`src/rtl/custom_16bit_cpu_execute_step_assert.svh`:
```
// Assertion macros shared by the execute step RTL.
`ifndef CUSTOM_16BIT_CPU_EXECUTE_STEP_ASSERT_SVH
`define CUSTOM_16BIT_CPU_EXECUTE_STEP_ASSERT_SVH

// Check a property on every clock edge outside reset.
`define C16X_ASSERT_CLK(lbl, prop, msg) \
    lbl: assert property (@(posedge i_clk) disable iff (!i_rst_n) (prop)) else $error(msg);

// Check a property on every clock edge, reset included.
`define C16X_ASSERT_ALWAYS(lbl, prop, msg) \
    lbl: assert property (@(posedge i_clk) (prop)) else $error(msg);

`endif

```
`src/rtl/c16x_pkg.sv`:
```
package c16x_pkg;

    // Sizes and reset values
    localparam int          C16X_MEM_WORDS  = 1024;
    localparam int          C16X_Q_DEPTH    = 2;
    localparam int          C16X_IN_W       = 16;
    localparam int          C16X_OUT_W      = 72;
    localparam logic [15:0] C16X_PLEN_RESET = 16'hFFFF;
    localparam logic [3:0]  C16X_PC_IDX     = 4'd15;

    // Shift sub-modes (low two bits of X)
    localparam logic [1:0] SH_LSL = 2'd0;
    localparam logic [1:0] SH_ROT = 2'd1;
    localparam logic [1:0] SH_LSR = 2'd2;
    localparam logic [1:0] SH_ASR = 2'd3;

    // Rotate kinds ({I, X[2]})
    localparam logic [1:0] ROT_L1 = 2'd0;
    localparam logic [1:0] ROT_L2 = 2'd1;
    localparam logic [1:0] ROT_R1 = 2'd2;
    localparam logic [1:0] ROT_R2 = 2'd3;

    typedef enum logic [3:0] {
        OP_SHIFT = 4'd0,
        OP_ADD   = 4'd1,
        OP_SUB   = 4'd2,
        OP_AND   = 4'd3,
        OP_NOT   = 4'd4,
        OP_LD    = 4'd5,
        OP_BRA   = 4'd6,
        OP_BEQ   = 4'd7,
        OP_BNE   = 4'd8,
        OP_BGT   = 4'd9,
        OP_BGE   = 4'd10,
        OP_BLT   = 4'd11,
        OP_BLE   = 4'd12,
        OP_LLI   = 4'd13,
        OP_LUI   = 4'd14,
        OP_ST    = 4'd15
    } t_opc;

    // Decoded instruction as it travels through the queue
    typedef struct packed {
        t_opc       opc;
        logic [3:0] d;
        logic       ib;
        logic [3:0] a;
        logic [2:0] x;
        logic       is_mem;
        logic       is_load;
    } t_uop;

    // One result item; next_pc sits in the lowest bits
    typedef struct packed {
        logic        halted;
        logic [15:0] mem_value;
        logic [9:0]  mem_address;
        logic        mem_write;
        logic [15:0] reg_value;
        logic [3:0]  reg_index;
        logic        reg_write;
        logic [15:0] next_pc;
    } t_result;

    // Back-end status seen by the top level
    typedef struct packed {
        logic clearing;
        logic halted;
    } t_ex_status;

endpackage

```
`src/rtl/c16x_queue.sv`:
```
module c16x_queue (
    input  logic                 i_clk,
    input  logic                 i_rst_n,
    input  logic                 i_push,
    input  c16x_pkg::t_uop       i_uop,
    output logic                 o_full,
    input  logic                 i_pop,
    output logic                 o_valid,
    output c16x_pkg::t_uop       o_uop
);
    import c16x_pkg::*;

    localparam int QAW = (C16X_Q_DEPTH > 1) ? $clog2(C16X_Q_DEPTH) : 1;

    t_uop             r_slot [C16X_Q_DEPTH];
    logic [QAW-1:0]   r_wp, n_wp;
    logic [QAW-1:0]   r_rp, n_rp;
    logic [QAW:0]     r_cnt, n_cnt;
    logic             do_push;
    logic             do_pop;

    assign o_full  = (r_cnt == (QAW+1)'(C16X_Q_DEPTH));
    assign o_valid = (r_cnt != '0);
    assign o_uop   = r_slot[r_rp];
    assign do_push = i_push && !o_full;
    assign do_pop  = i_pop && o_valid;

    // Advance pointers with wrap at the depth
    always_comb begin
        n_wp  = r_wp;
        n_rp  = r_rp;
        n_cnt = r_cnt;
        if (do_push) begin
            n_wp = (r_wp == QAW'(C16X_Q_DEPTH - 1)) ? '0 : r_wp + 1'b1;
        end
        if (do_pop) begin
            n_rp = (r_rp == QAW'(C16X_Q_DEPTH - 1)) ? '0 : r_rp + 1'b1;
        end
        if (do_push && !do_pop) begin
            n_cnt = r_cnt + 1'b1;
        end else if (do_pop && !do_push) begin
            n_cnt = r_cnt - 1'b1;
        end
    end

    always_ff @(posedge i_clk) begin
        if (!i_rst_n) begin
            r_wp  <= '0;
            r_rp  <= '0;
            r_cnt <= '0;
        end else begin
            r_wp  <= n_wp;
            r_rp  <= n_rp;
            r_cnt <= n_cnt;
        end
    end

    // Hold entries; no reset on payload
    always_ff @(posedge i_clk) begin
        if (do_push) begin
            r_slot[r_wp] <= i_uop;
        end
    end

endmodule

```
`config.mk`:
```
export PLATFORM = sky130hd
export DESIGN_NAME = c16x_queue
export DESIGN_NICKNAME = d
export VERILOG_FILES = /design/src/rtl/custom_16bit_cpu_execute_step_assert.svh /design/src/rtl/c16x_pkg.sv /design/src/rtl/c16x_queue.sv
export SDC_FILE = /design/constraint.sdc
export NUM_CORES = 1
export LEC_CHECK = 0
export ABC_CLOCK_PERIOD_IN_PS = 5000
export BUFFER_PORTS_ARGS = -buffer_cell sky130_fd_sc_hd__buf_2
export CAP_MARGIN = 30
export CORE_ASPECT_RATIO = 1.2
export CORE_MARGIN = 5
export CORE_UTILIZATION = 54
export DETAILED_ROUTE_END_ITERATION = 10
export PLACE_DENSITY = 0.82
export SYNTH_ARGS = -nofsm -noshare
export SYNTH_HDL_FRONTEND = slang
export SYNTH_SLANG_ARGS = --single-unit
export TNS_END_PERCENT = 10
```
`constraint.sdc`:
```
create_clock -name i_clk -period 5 [get_ports i_clk]
set_input_delay 0.25 -clock i_clk [delete_from_list [all_inputs] [get_ports i_clk]]
set_output_delay 0.25 -clock i_clk [all_outputs]
set_load 0.01 [all_outputs]
```
==> results.md, run 1 <==
- Routed Antenna Nets: 0
- Post-synthesis sequential area ratio: 0.771
- Critical Path Start Type: flip-flop
- Worst Setup End Kind: primary output
- Reg2reg setup slack: around 3.3 ns
- Syn avg cell area: 18.9 sq um
- DRT Wirelength: between 2000 and 2500 um
- Iteration-0 DRC Markers: 26
- Post-layout nets: around 150
- Crit path arrival time: around 1.7 ns
- First-pass GRT wire length: about 3600 um
- Largest net degree at the start of global routing: 19
- Critical path, cell by cell: mux2_2 > buf_2
- Final setup TNS: 0 ns
- Clk_skew: about 0.010 ns
- Syn Inst Count: 81
- Pre-antenna DRT Iters: 4
- I/O pins: 42
- Wire per inst: roughly 14 um
- Seq cells post-synth: 41
- Initial Util: 0.556
- Worst-Margin Slew: between 0.7 and 0.8 ns
- Initial antenna violation count: 0
- Fin. Hold Viols: 0
- Core area: roughly 2800 sq um
- Final Setup Violations: 0
- Die area: 4010 sq um
- Placer Congestion: 0.695
- CTS Hold Bufs: 0
- P&R area growth vs syn: 19.7%
- Number of remaining DRC errors: 0
- Path category of the worst min-delay check: in -> reg
- Post-CTS Setup Repair Bufs: 0
- Max VDD drop: 0.334 mV
- Crit Path Category: reg -> out
- Most common library cell in the layout ignoring fill and taps: buf_2
- Std-Cell Rows: 21
- CTS Buf Count: 5
- Layout cells sized above 1: 0.535
- Filler cells: ~230
- Clk root buf: clkbuf_4
- MaxCap Viol Count: 0
- Die Wd: roughly 60 um
- Gr ovfl total: 0
- Outcome: finished clean
- CTS HTree Levels: 2
- Clk sink count: just over 40
- Required @ worst endpoint: 4.75 ns
- Layout Utilization: 0.665
- Final Max Slew Viols: 0
- Pwr dens: 475 nW/um^2
- Slowest Stage Delay on Critical Path: about 0.82 ns
- Most frequent cells in the layout: 41 x buf_2, 36 x edfxtp_1, 18 x mux2_2, 5 x dfxtp_1, 5 x clkbuf_4
- Clk buf depth: 2
- Leakage: just over 0.7 nW
- Hold Crit Depth: 1
- Vias: approximately 800
- Post-layout min period: 1.97 ns
- DP Wirelength: 1730 um
- CTS tree: built
- All-Layer GR Usage: 0.131
- Relative slew slack: 0.468
- Highest-delay cell along the critical path: dfxtp_1
- Post-Syn Area: between 1500 and 2000 sq um
- Max FO, Critical Path: 18
- Post-cts sizing count: 0
- Syn_nets: roughly 100
- Die height: roughly 70 um
- CTS clk-pin slew, worst paths: about 0.11 ns
- DR vias/cell: ~5.0
- I/O Buffers: 41
- Synthesis warning total: 0
- Reg2Reg Depth: 2
- Clk_lat worst skew: 0.34 ns
- Number of global-route vias before repair: around 840
- Fin crit share: 0.393
- Synth unique cells: 22
- RSZ-0062 raised after global routing: false
- Antenna cell count: 0
- Max frequency: 0.509 GHz
Yosys cell counts:
cell      instances  area share
and2_1            3       0.012
a21boi_0          1      0.0049
o21ai_0           1      0.0033
nor3_2            1      0.0065
nand2b_1          1      0.0041
or3_1             1      0.0041
ha_1              1      0.0082
nor2_1            1      0.0024
edfxtp_1         36        0.71
a21boi_1          1      0.0049
o21a_1            1      0.0049
dfxtp_1           5       0.065
xnor2_1           2       0.011
buf_4             1      0.0049
mux2_2           18        0.13
buf_2             1      0.0033
and3_1            1      0.0041
xor2_1            1      0.0057
inv_1             1      0.0024
inv_2             1      0.0024
o21ai_1           1      0.0033
or2_2             1      0.0041
layout make-up:
type / instances / area [sq um] / share of cell area
multi-input combinational: 36 / 332 / 0.181
tap: 34 / 42.5 / 0.0232
clock buffer: 8 / 58.8 / 0.0321
timing repair buffer: 42 / 213 / 0.116
inverter: 2 / 7.51 / 0.00409
sequential: 41 / 1180 / 0.644
path summary, 6_finish.rpt:
path / to / from
worst min register to register: r_cnt[1] / r_cnt[1]
worst max-delay path: o_uop[1] / flip-flop
worst max register to register: r_slot[1][16] / r_cnt[0]
worst min-delay path: r_slot[0][15] / i_uop[15]
layer usage:
metal,routed length (um),part of all wire,up-vias,global-route usage
met3,172,0.073,4,0.0566
met4,44,0.019,0,0.0765
met1,841,0.36,392,0.130
met2,1290,0.55,24,0.228
li1,-,-,401,-
met5,0,0,-,0
metrics by stage:
stage | hold WS (ns) | cell area, sq um | total power [mW] | setup slack [ns] | std cells
floorplan | 0.349 | 1530 | 0.635 | 3.25 | 81
global placement | 0.440 | 1780 | 0.712 | 3.39 | 155
detailed placement | 0.441 | 1780 | 0.724 | 3.32 | 155
CTS | 0.0710 | 1830 | 0.885 | 2.98 | 163
global route | 0.0555 | 1830 | 0.928 | 2.87 | 163
finish | 0.0940 | 1830 | 0.871 | 3.03 | 163
sequential cells by signal (all words and copies together) (netlist names), named ones only:
signal / cells
r_cnt: 2
r_rp: 1
r_slot: 36
r_wp: 1
worst max-delay path: cells and delay by family, from the launching register on:
kind / cells / cell delay [ns]
multiplexers: 1 / 0.42
flip-flops: 1 / 0.82
buffers and inverters: 1 / 0.14
logic make-up (layout without fill, tap and decap cells):
kind of cell	after synthesis	in the layout	synth area share
DFF	41	41	0.771
muxes	18	18	0.132
and+or+nand+nor	9	9	0.0376
AOI/OAI and AO/OA	5	5	0.0212
buffers and inverters	4	52	0.0131
xor gates and xnor gates	3	3	0.0171
adders and majority gates	1	1	0.00816
where the power goes:
group | leakage [nW] | total [mW] | internal, mW | switching [mW]
registers | 0.377 | 0.470 | 0.433 | 0.0377
logic | 0.297 | 0.241 | 0.127 | 0.113
clock network | 0.0326 | 0.160 | 0.0694 | 0.0902
No activity file was read; power rests on OpenSTA's default activity.
==> inputs of run 2 (changes only) <==
--- a/config.mk
+++ b/config.mk
@@ -5,14 +5,15 @@
 export SDC_FILE = /design/constraint.sdc
 export NUM_CORES = 1
 export LEC_CHECK = 0
-export ABC_CLOCK_PERIOD_IN_PS = 5000
+export ABC_AREA = 1
+export ABC_CLOCK_PERIOD_IN_PS = 1600
 export BUFFER_PORTS_ARGS = -buffer_cell sky130_fd_sc_hd__buf_2
 export CAP_MARGIN = 30
 export CORE_ASPECT_RATIO = 1.2
 export CORE_MARGIN = 5
-export CORE_UTILIZATION = 54
+export CORE_UTILIZATION = 46
 export DETAILED_ROUTE_END_ITERATION = 10
-export PLACE_DENSITY = 0.82
+export PLACE_DENSITY = 0.74
 export SYNTH_ARGS = -nofsm -noshare
 export SYNTH_HDL_FRONTEND = slang
 export SYNTH_SLANG_ARGS = --single-unit
==> constraint.sdc (replaced) <==
create_clock -name i_clk -period 1.6 [get_ports i_clk]
set_input_delay 0.08 -clock i_clk [delete_from_list [all_inputs] [get_ports i_clk]]
set_output_delay 0.08 -clock i_clk [all_outputs]
set_load 0.01 [all_outputs]
==> run 2 against run 1 <==
  * Worst hold slack worse by 0.041 ns
  * Clock power rose to 4.1 times the previous value
  * Die area up 19%
  * Global-route usage down 0.35 points
  * Largest power group unchanged
  * Highest routed layer unchanged
  * Largest cell class unchanged
  * Sequential power rose to 3.0 times the previous value
  * Setup slack worse by 2.9 ns
  * Via count up 17%
  * Synthesized area up 4.2%
==> results.md, run 2 <==
- Crit. Startpoint: r_cnt[1]
- Post-layout nets: about 190
- Syn_nets: approximately 120
- Primary FF master, synth: edfxtp_1
- Post-layout min period: 1.46 ns
- Finished Cell Area: 2150 sq um
- Critical Path Start Type: flip-flop
- Gr ovfl total: 0
- Max FO, Critical Path: 4
- I/O Buffers: around 40
- Clk_skew: about 0.0030 ns
- MaxCap Viol Count: 0
- Vias: ~960
- Synth top area cells: edfxtp_1 68%, mux2_4 9.4%, dfxtp_1 6.3%
- Core area: around 3300 sq um
- Xor-xnor portion of the synthesized cell area: 0
- Commonest cells post-synth: 36 x edfxtp_1, 10 x mux2_4, 9 x nor2_1
- CP most frequent cell: inv_1
- Required @ worst endpoint: about 1.8 ns
- Fin. Hold Viols: 0
- Std-Cell Rows: 23
- Most common library cell in the layout ignoring fill and taps: buf_2
- Synth unique cells: 16
- Post-CTS Setup Repair Bufs: 0
- P&R area growth vs syn: 34.4%
- First-pass GRT wire length: approximately 4500 um
- Leakage: roughly 0.9 nW
- Iteration-0 DRC Markers: 19
- Synthesis warning total: 0
- Clk_lat worst skew: between 0.2 and 0.3 ns
- DR vias/cell: 4.76
- Outcome: finished clean
- CP endpoint: r_cnt[1]
- Compound-Gate Fraction of Synth Area: 0.0196
- Mux share of post-synthesis cell area: 0.150
- Placer Congestion: approximately 0.58
- Filler cells: between 200 and 300
- Fin crit share: 0.912
- EDFF count, synth: 36
- Simple-gate portion of the synthesized area: 0.0446
- Cell Count, Final, Fillers Out: 201
- Seq cells post-synth: between 40 and 50
- Number of global-route vias before repair: approximately 1000
- Crit path arrival time: about 1.7 ns
- Syn avg cell area: 17.2 sq um
- Final Max Slew Viols: 0
- Wire per inst: around 13 um
- Clk root buf: clkbuf_8
- Reg2Reg Depth: 9
- DP Wirelength: 1910 um
- Post-synthesis sequential area ratio: 0.739
- FFs w/ async S/R, synth: 0
- Max reg flops: 36
- Final Setup Violations: 0
- CTS Buf Count: 5
- Initial antenna violation count: 0
- Pwr dens: ~1400 nW/um^2
- CTS HTree Levels: 2
- Sequential Area: approximately 1200 sq um
- I/O pins: 42
- Worst Setup End Kind: flip-flop
- Most frequent cells in the layout: 41 x buf_2, 36 x edfxtp_1, 18 x dlygate4sd3_1, 10 x mux2_4
- DRT Wirelength: ~2600 um
- Worst-Margin Slew: about 0.22 ns
- Worst setup margin: between 0.1 and 0.15 ns
- R2R Path Start: r_cnt[1]
- Post-Syn Area: 1600 sq um
- Inst Count DP: ~180
- Die Wd: ~64 um
- All-Layer GR Usage: 0.128
- Layout cells sized above 1: 0.457
- Antenna cell count: 0
- Area share of the largest cell type after synthesis: 0.677
- Highest-delay cell along the critical path: dfxtp_1
- Critical path, cell by cell: inv_1 > o21ai_4 > inv_1 > ha_1 > inv_1 > nand3_1 > nand2_1 > inv_1 > nor2_1
- Relative slew slack: 0.852
- Max VDD drop: about 1.0 mV
- RSZ-0062 raised after global routing: false
- Top flop regs: r_slot x36, r_cnt x2
- Max frequency: ~0.7 GHz
- Syn Inst Count: 93
- Placement Setup Slack: between 0.1 and 0.15 ns
- Routed Antenna Nets: 0
- Initial Util: 0.479
- Multi-input logic area: around 370 sq um
- Dpl cell area: between 1500 and 2000 sq um
- CTS clk-pin slew, worst paths: roughly 0.070 ns
- Pre-antenna DRT Iters: 4
- Largest family of logic cells by synthesized area: multiplexers
- Top reg by flops: r_slot
- Reg2reg setup slack: roughly 0.14 ns
- Area leader, netlist: edfxtp_1
- Crit Path Category: reg -> reg
- Clk sink count: 41
- Slowest Stage Delay on Critical Path: approximately 0.36 ns
- CTS tree: built
- Largest net degree at the start of global routing: 13
- FF-to-FF End: r_cnt[1]
- Most numerous cell in the Yosys netlist: edfxtp_1
- Die area: between 4000 and 5000 sq um
- Path category of the worst min-delay check: in -> reg
- Adder-cell share of the synthesized area: 0.00783
- Die height: 74.6 um
- Number of remaining DRC errors: 0
- Clk buf depth: 2
[run 2: timing repair]
item / CTS / global route
hold endpoints to repair: 36 / 0
gates resized for setup: 0 / 1
setup endpoints to repair: 0 / 1
hold buffers: 18 / 0
[run 2: cell type report]
type / count / share of cell area
Tap cell: 37 / 0.0216
Clock buffer: 6 / 0.0385
Timing Repair Buffer: 65 / 0.200
Sequential cell: 41 / 0.550
Inverter: 8 / 0.0140
Multi-Input combinational cell: 42 / 0.171
Clock inverter: 2 / 0.00408
[run 2: critical path: cells and delay by family (launching register included)]
family | cells | cell delay (ns)
simple gates | 3 | 0.24
flops | 1 | 0.36
buf+inv | 4 | 0.31
compound gates | 1 | 0.19
fa+ha+maj | 1 | 0.31
[run 2: worst min path at each step]
stage,to,from,cells after the start
5_1_grt,r_cnt[1],i_rst_n,3
3_5_place_dp,r_slot[1][0],i_uop[0],1
6_report,r_cnt[1],i_rst_n,3
4_1_cts,r_cnt[1],i_rst_n,3
2_1_floorplan,r_slot[0][0],i_uop[0],0
3_3_place_gp,r_slot[0][17],i_uop[17],1
[run 2: kinds of logic after synthesis]
| family | Yosys count |
|---|---|
| AOI/OAI and AO/OA | 5 |
| adders and majority gates | 1 |
| buffers and inverters | 10 |
| DFF | 41 |
| muxes | 18 |
| and+or+nand+nor | 18 |
[run 2: power by group]
| part | internal (mW) | switching, mW |
|---|---|---|
| clock | 0.341 | 0.317 |
| sequential | 1.36 | 0.0655 |
| combinational | 0.443 | 0.453 |
[run 2: metal layers]
layer / vias to the layer above / global-route usage / routed length (um)
li1: 473 / - / -
met1: 445 / 0.124 / 924
met2: 33 / 0.231 / 1450
met3: 6 / 0.0589 / 214
met4: 0 / 0.0554 / 55
met5: - / 0 / 0
[run 2: through the flow]
stage | setup TNS, ns | util | power, mW | hold slack [ns]
CTS | 0 | 0.641 | 3.02 | 0.0489
global route | 0 | 0.643 | 3.17 | 0.0472
detailed placement | 0 | 0.560 | 2.32 | 0.271
floorplan | -2.12 | - | 2.03 | 0.179
finish | 0 | 0.643 | 2.98 | 0.0525
global placement | 0 | 0.560 | 2.27 | 0.268
==> inputs of run 3 (changes only) <==
--- a/config.mk
+++ b/config.mk
@@ -5,15 +5,14 @@
 export SDC_FILE = /design/constraint.sdc
 export NUM_CORES = 1
 export LEC_CHECK = 0
-export ABC_AREA = 1
 export ABC_CLOCK_PERIOD_IN_PS = 1600
 export BUFFER_PORTS_ARGS = -buffer_cell sky130_fd_sc_hd__buf_2
 export CAP_MARGIN = 30
 export CORE_ASPECT_RATIO = 1.2
 export CORE_MARGIN = 5
-export CORE_UTILIZATION = 46
+export CORE_UTILIZATION = 45
 export DETAILED_ROUTE_END_ITERATION = 10
-export PLACE_DENSITY = 0.74
+export PLACE_DENSITY = 0.73
 export SYNTH_ARGS = -nofsm -noshare
 export SYNTH_HDL_FRONTEND = slang
 export SYNTH_SLANG_ARGS = --single-unit
==> run 3 against run 2 <==
  * Power is 12% higher
  * Flip-flop and latch count stayed put
  * Setup slack got worse by 0.027 ns
  * Critical endpoint unchanged
  * First-iteration DRC count fell by 21%
  * Design area is 0.70% higher
  * Sequential power hardly changed
  * Fmax down 1.8%
  * Wire length is 5.9% higher
  * Clock power rose by 42%
==> results.md, run 3 (same netlist as run 1, synthesis figures left out) <==
- First-pass GRT wire length: 4530 um
- Worst-Margin Slew: between 0.15 and 0.2 ns
- Met2 wire len: ~1500 um
- Antenna cell count: 0
- Std-Cell Rows: 23
- I/O Buffers: 41
- Max FO, Critical Path: 5
- CTS Buf Count: 5
- Crit Path Category: reg -> reg
- Largest net degree at the start of global routing: 14
- All-Layer GR Usage: 0.128
- Worst setup margin: 0.113 ns
- Met1 Wirelength: 1070 um
- Filler cells: 222
- Highest-delay cell along the critical path: or3_1
- Fin. Hold Viols: 0
- Hold endpoint: r_wp
- Initial antenna violation count: 0
- Min Hold Slack: between 0.05 and 0.06 ns
- Core area: 3310 sq um
- CTS HTree Levels: 2
- Max VDD drop: roughly 1.3 mV
- Clk_skew: between 0.003 and 0.004 ns
- DRT Wirelength: roughly 2800 um
- Clk root buf: clkbuf_8
- Placement Setup Slack: ~0.012 ns
- Placer Congestion: between 0.6 and 0.7
- Max reg flops: 36
- Slowest Stage Delay on Critical Path: 0.36 ns
- Number of global-route vias before repair: about 1000
- Die Wd: 63.3 um
- Post-layout nets: between 150 and 200
- Final Setup Violations: 0
- Relative slew slack: 0.866
- Critical Path Start Type: flip-flop
- Worst Setup End Kind: flip-flop
- Reg2reg setup slack: 0.11 ns
- Required @ worst endpoint: 1.81 ns
- Routed Antenna Nets: 0
- Die area: around 4700 sq um
- Wire per inst: 14.7 um
- Most common library cell in the layout ignoring fill and taps: buf_2
- FF-to-FF End: r_cnt[1]
- MaxCap Viol Count: 0
- Pwr dens: ~1500 nW/um^2
- Critical path, cell by cell: nand2b_4 > inv_2 > nor2_1 > ha_1 > or3_1 > a21boi_1
- Final Max Slew Viols: 0
- Gr ovfl total: 0
- Path category of the worst min-delay check: in -> reg
- Routed wl met3: around 180 um
- CTS clk-pin slew, worst paths: ~0.070 ns
- Pre-antenna DRT Iters: 4
- Hold Crit Depth: 2
- DR vias/cell: 4.86
- Top flop regs: r_slot x36, r_cnt x2
- DP Wirelength: about 2000 um
- Initial Util: 0.463
- RSZ-0062 raised after global routing: false
- Die height: 73.9 um
- Iteration-0 DRC Markers: 15
- Hold path start: i_rst_n
- Reg2Reg Depth: 6
- Most frequent cells in the layout: 41 x buf_2, 36 x edfxtp_1, 18 x mux2_2, 18 x dlygate4sd3_1, 8 x buf_4
- Layout cells sized above 1: 0.526
- Final setup TNS: 0 ns
- Clk sink count: 41
- Number of remaining DRC errors: 0
- Max frequency: about 0.67 GHz
- Outcome: finished clean
- Top reg by flops: r_slot
- R2R Path Start: r_cnt[0]
- Vias: around 930
- Clk buf depth: 2
- Post-layout min period: 1.49 ns
- Fin crit share: 0.929
- Layout Utilization: 0.653
- Clk_lat worst skew: roughly 0.28 ns
- Crit path arrival time: approximately 1.7 ns
- Leakage: 0.860 nW
- Highest metal used: met4
- P&R area growth vs syn: 41.1%
- CTS tree: built
- I/O pins: 42
-- run 3: routing by layer --
| layer | vias to the layer above | GRT usage |
|---|---|---|
| met2 | 33 | 0.233 |
| met5 | - | 0 |
| met4 | 0 | 0.0416 |
| met1 | 444 | 0.137 |
| met3 | 2 | 0.0498 |
| li1 | 450 | - |
-- run 3: timing repair --
item / in CTS / in global routing
setup endpoints to repair: 1 / 1
resized for setup: 1 / 2
endpoints found under the hold margin: 36 / 0
buffers inserted: 0 / 2
cloned: 0 / 0
hold buffers: 18 / 0
-- run 3: area by class of cell --
cell class | count | area (sq um) | share of cell area
Tap cell | 37 | 46.3 | 0.0214
Clock buffer | 5 | 68.8 | 0.0318
Inverter | 2 | 7.51 | 0.00347
Sequential cell | 41 | 1180 | 0.547
Timing Repair Buffer | 67 | 445 | 0.206
Clock inverter | 3 | 65.1 | 0.0301
Multi-Input combinational cell | 36 | 345 | 0.160
-- run 3: worst max-delay path by stage --
stage,from,end,slack (ns),cells past startpoint
6_report,r_cnt[0],r_cnt[1],0.11,6
3_5_place_dp,r_cnt[0],r_cnt[1],0.01,6
5_1_grt,r_cnt[0],r_cnt[1],0.04,6
4_1_cts,r_cnt[0],r_cnt[1],0.03,6
2_1_floorplan,r_cnt[0],r_cnt[1],0.11,6
3_3_place_gp,r_cnt[0],r_cnt[1],0.13,6
-- run 3: critical path, delay by kind of cell, from the launching register on --
| family | cells | cell delay, ns |
|---|---|---|
| AOI/OAI and AO/OA | 1 | 0.13 |
| adders and majority gates | 1 | 0.32 |
| buffers and inverters | 1 | 0.06 |
| DFF | 1 | 0.35 |
| and+or+nand+nor | 3 | 0.55 |
-- run 3: report_power, final --
group	internal, mW	switching [mW]
Clock	0.619	0.317
Combinational	0.506	0.448
Sequential	1.36	0.0764
-- run 3: per-stage QoR --
stage                     power, mW  cells  instance area, sq um
after floorplan                1.99     81                  1540
after global placement         2.29    163                  1820
after detailed placement       2.34    163                  1820
after CTS                      3.32    189                  2140
after global routing           3.51    191                  2160
final                          3.32    191                  2160
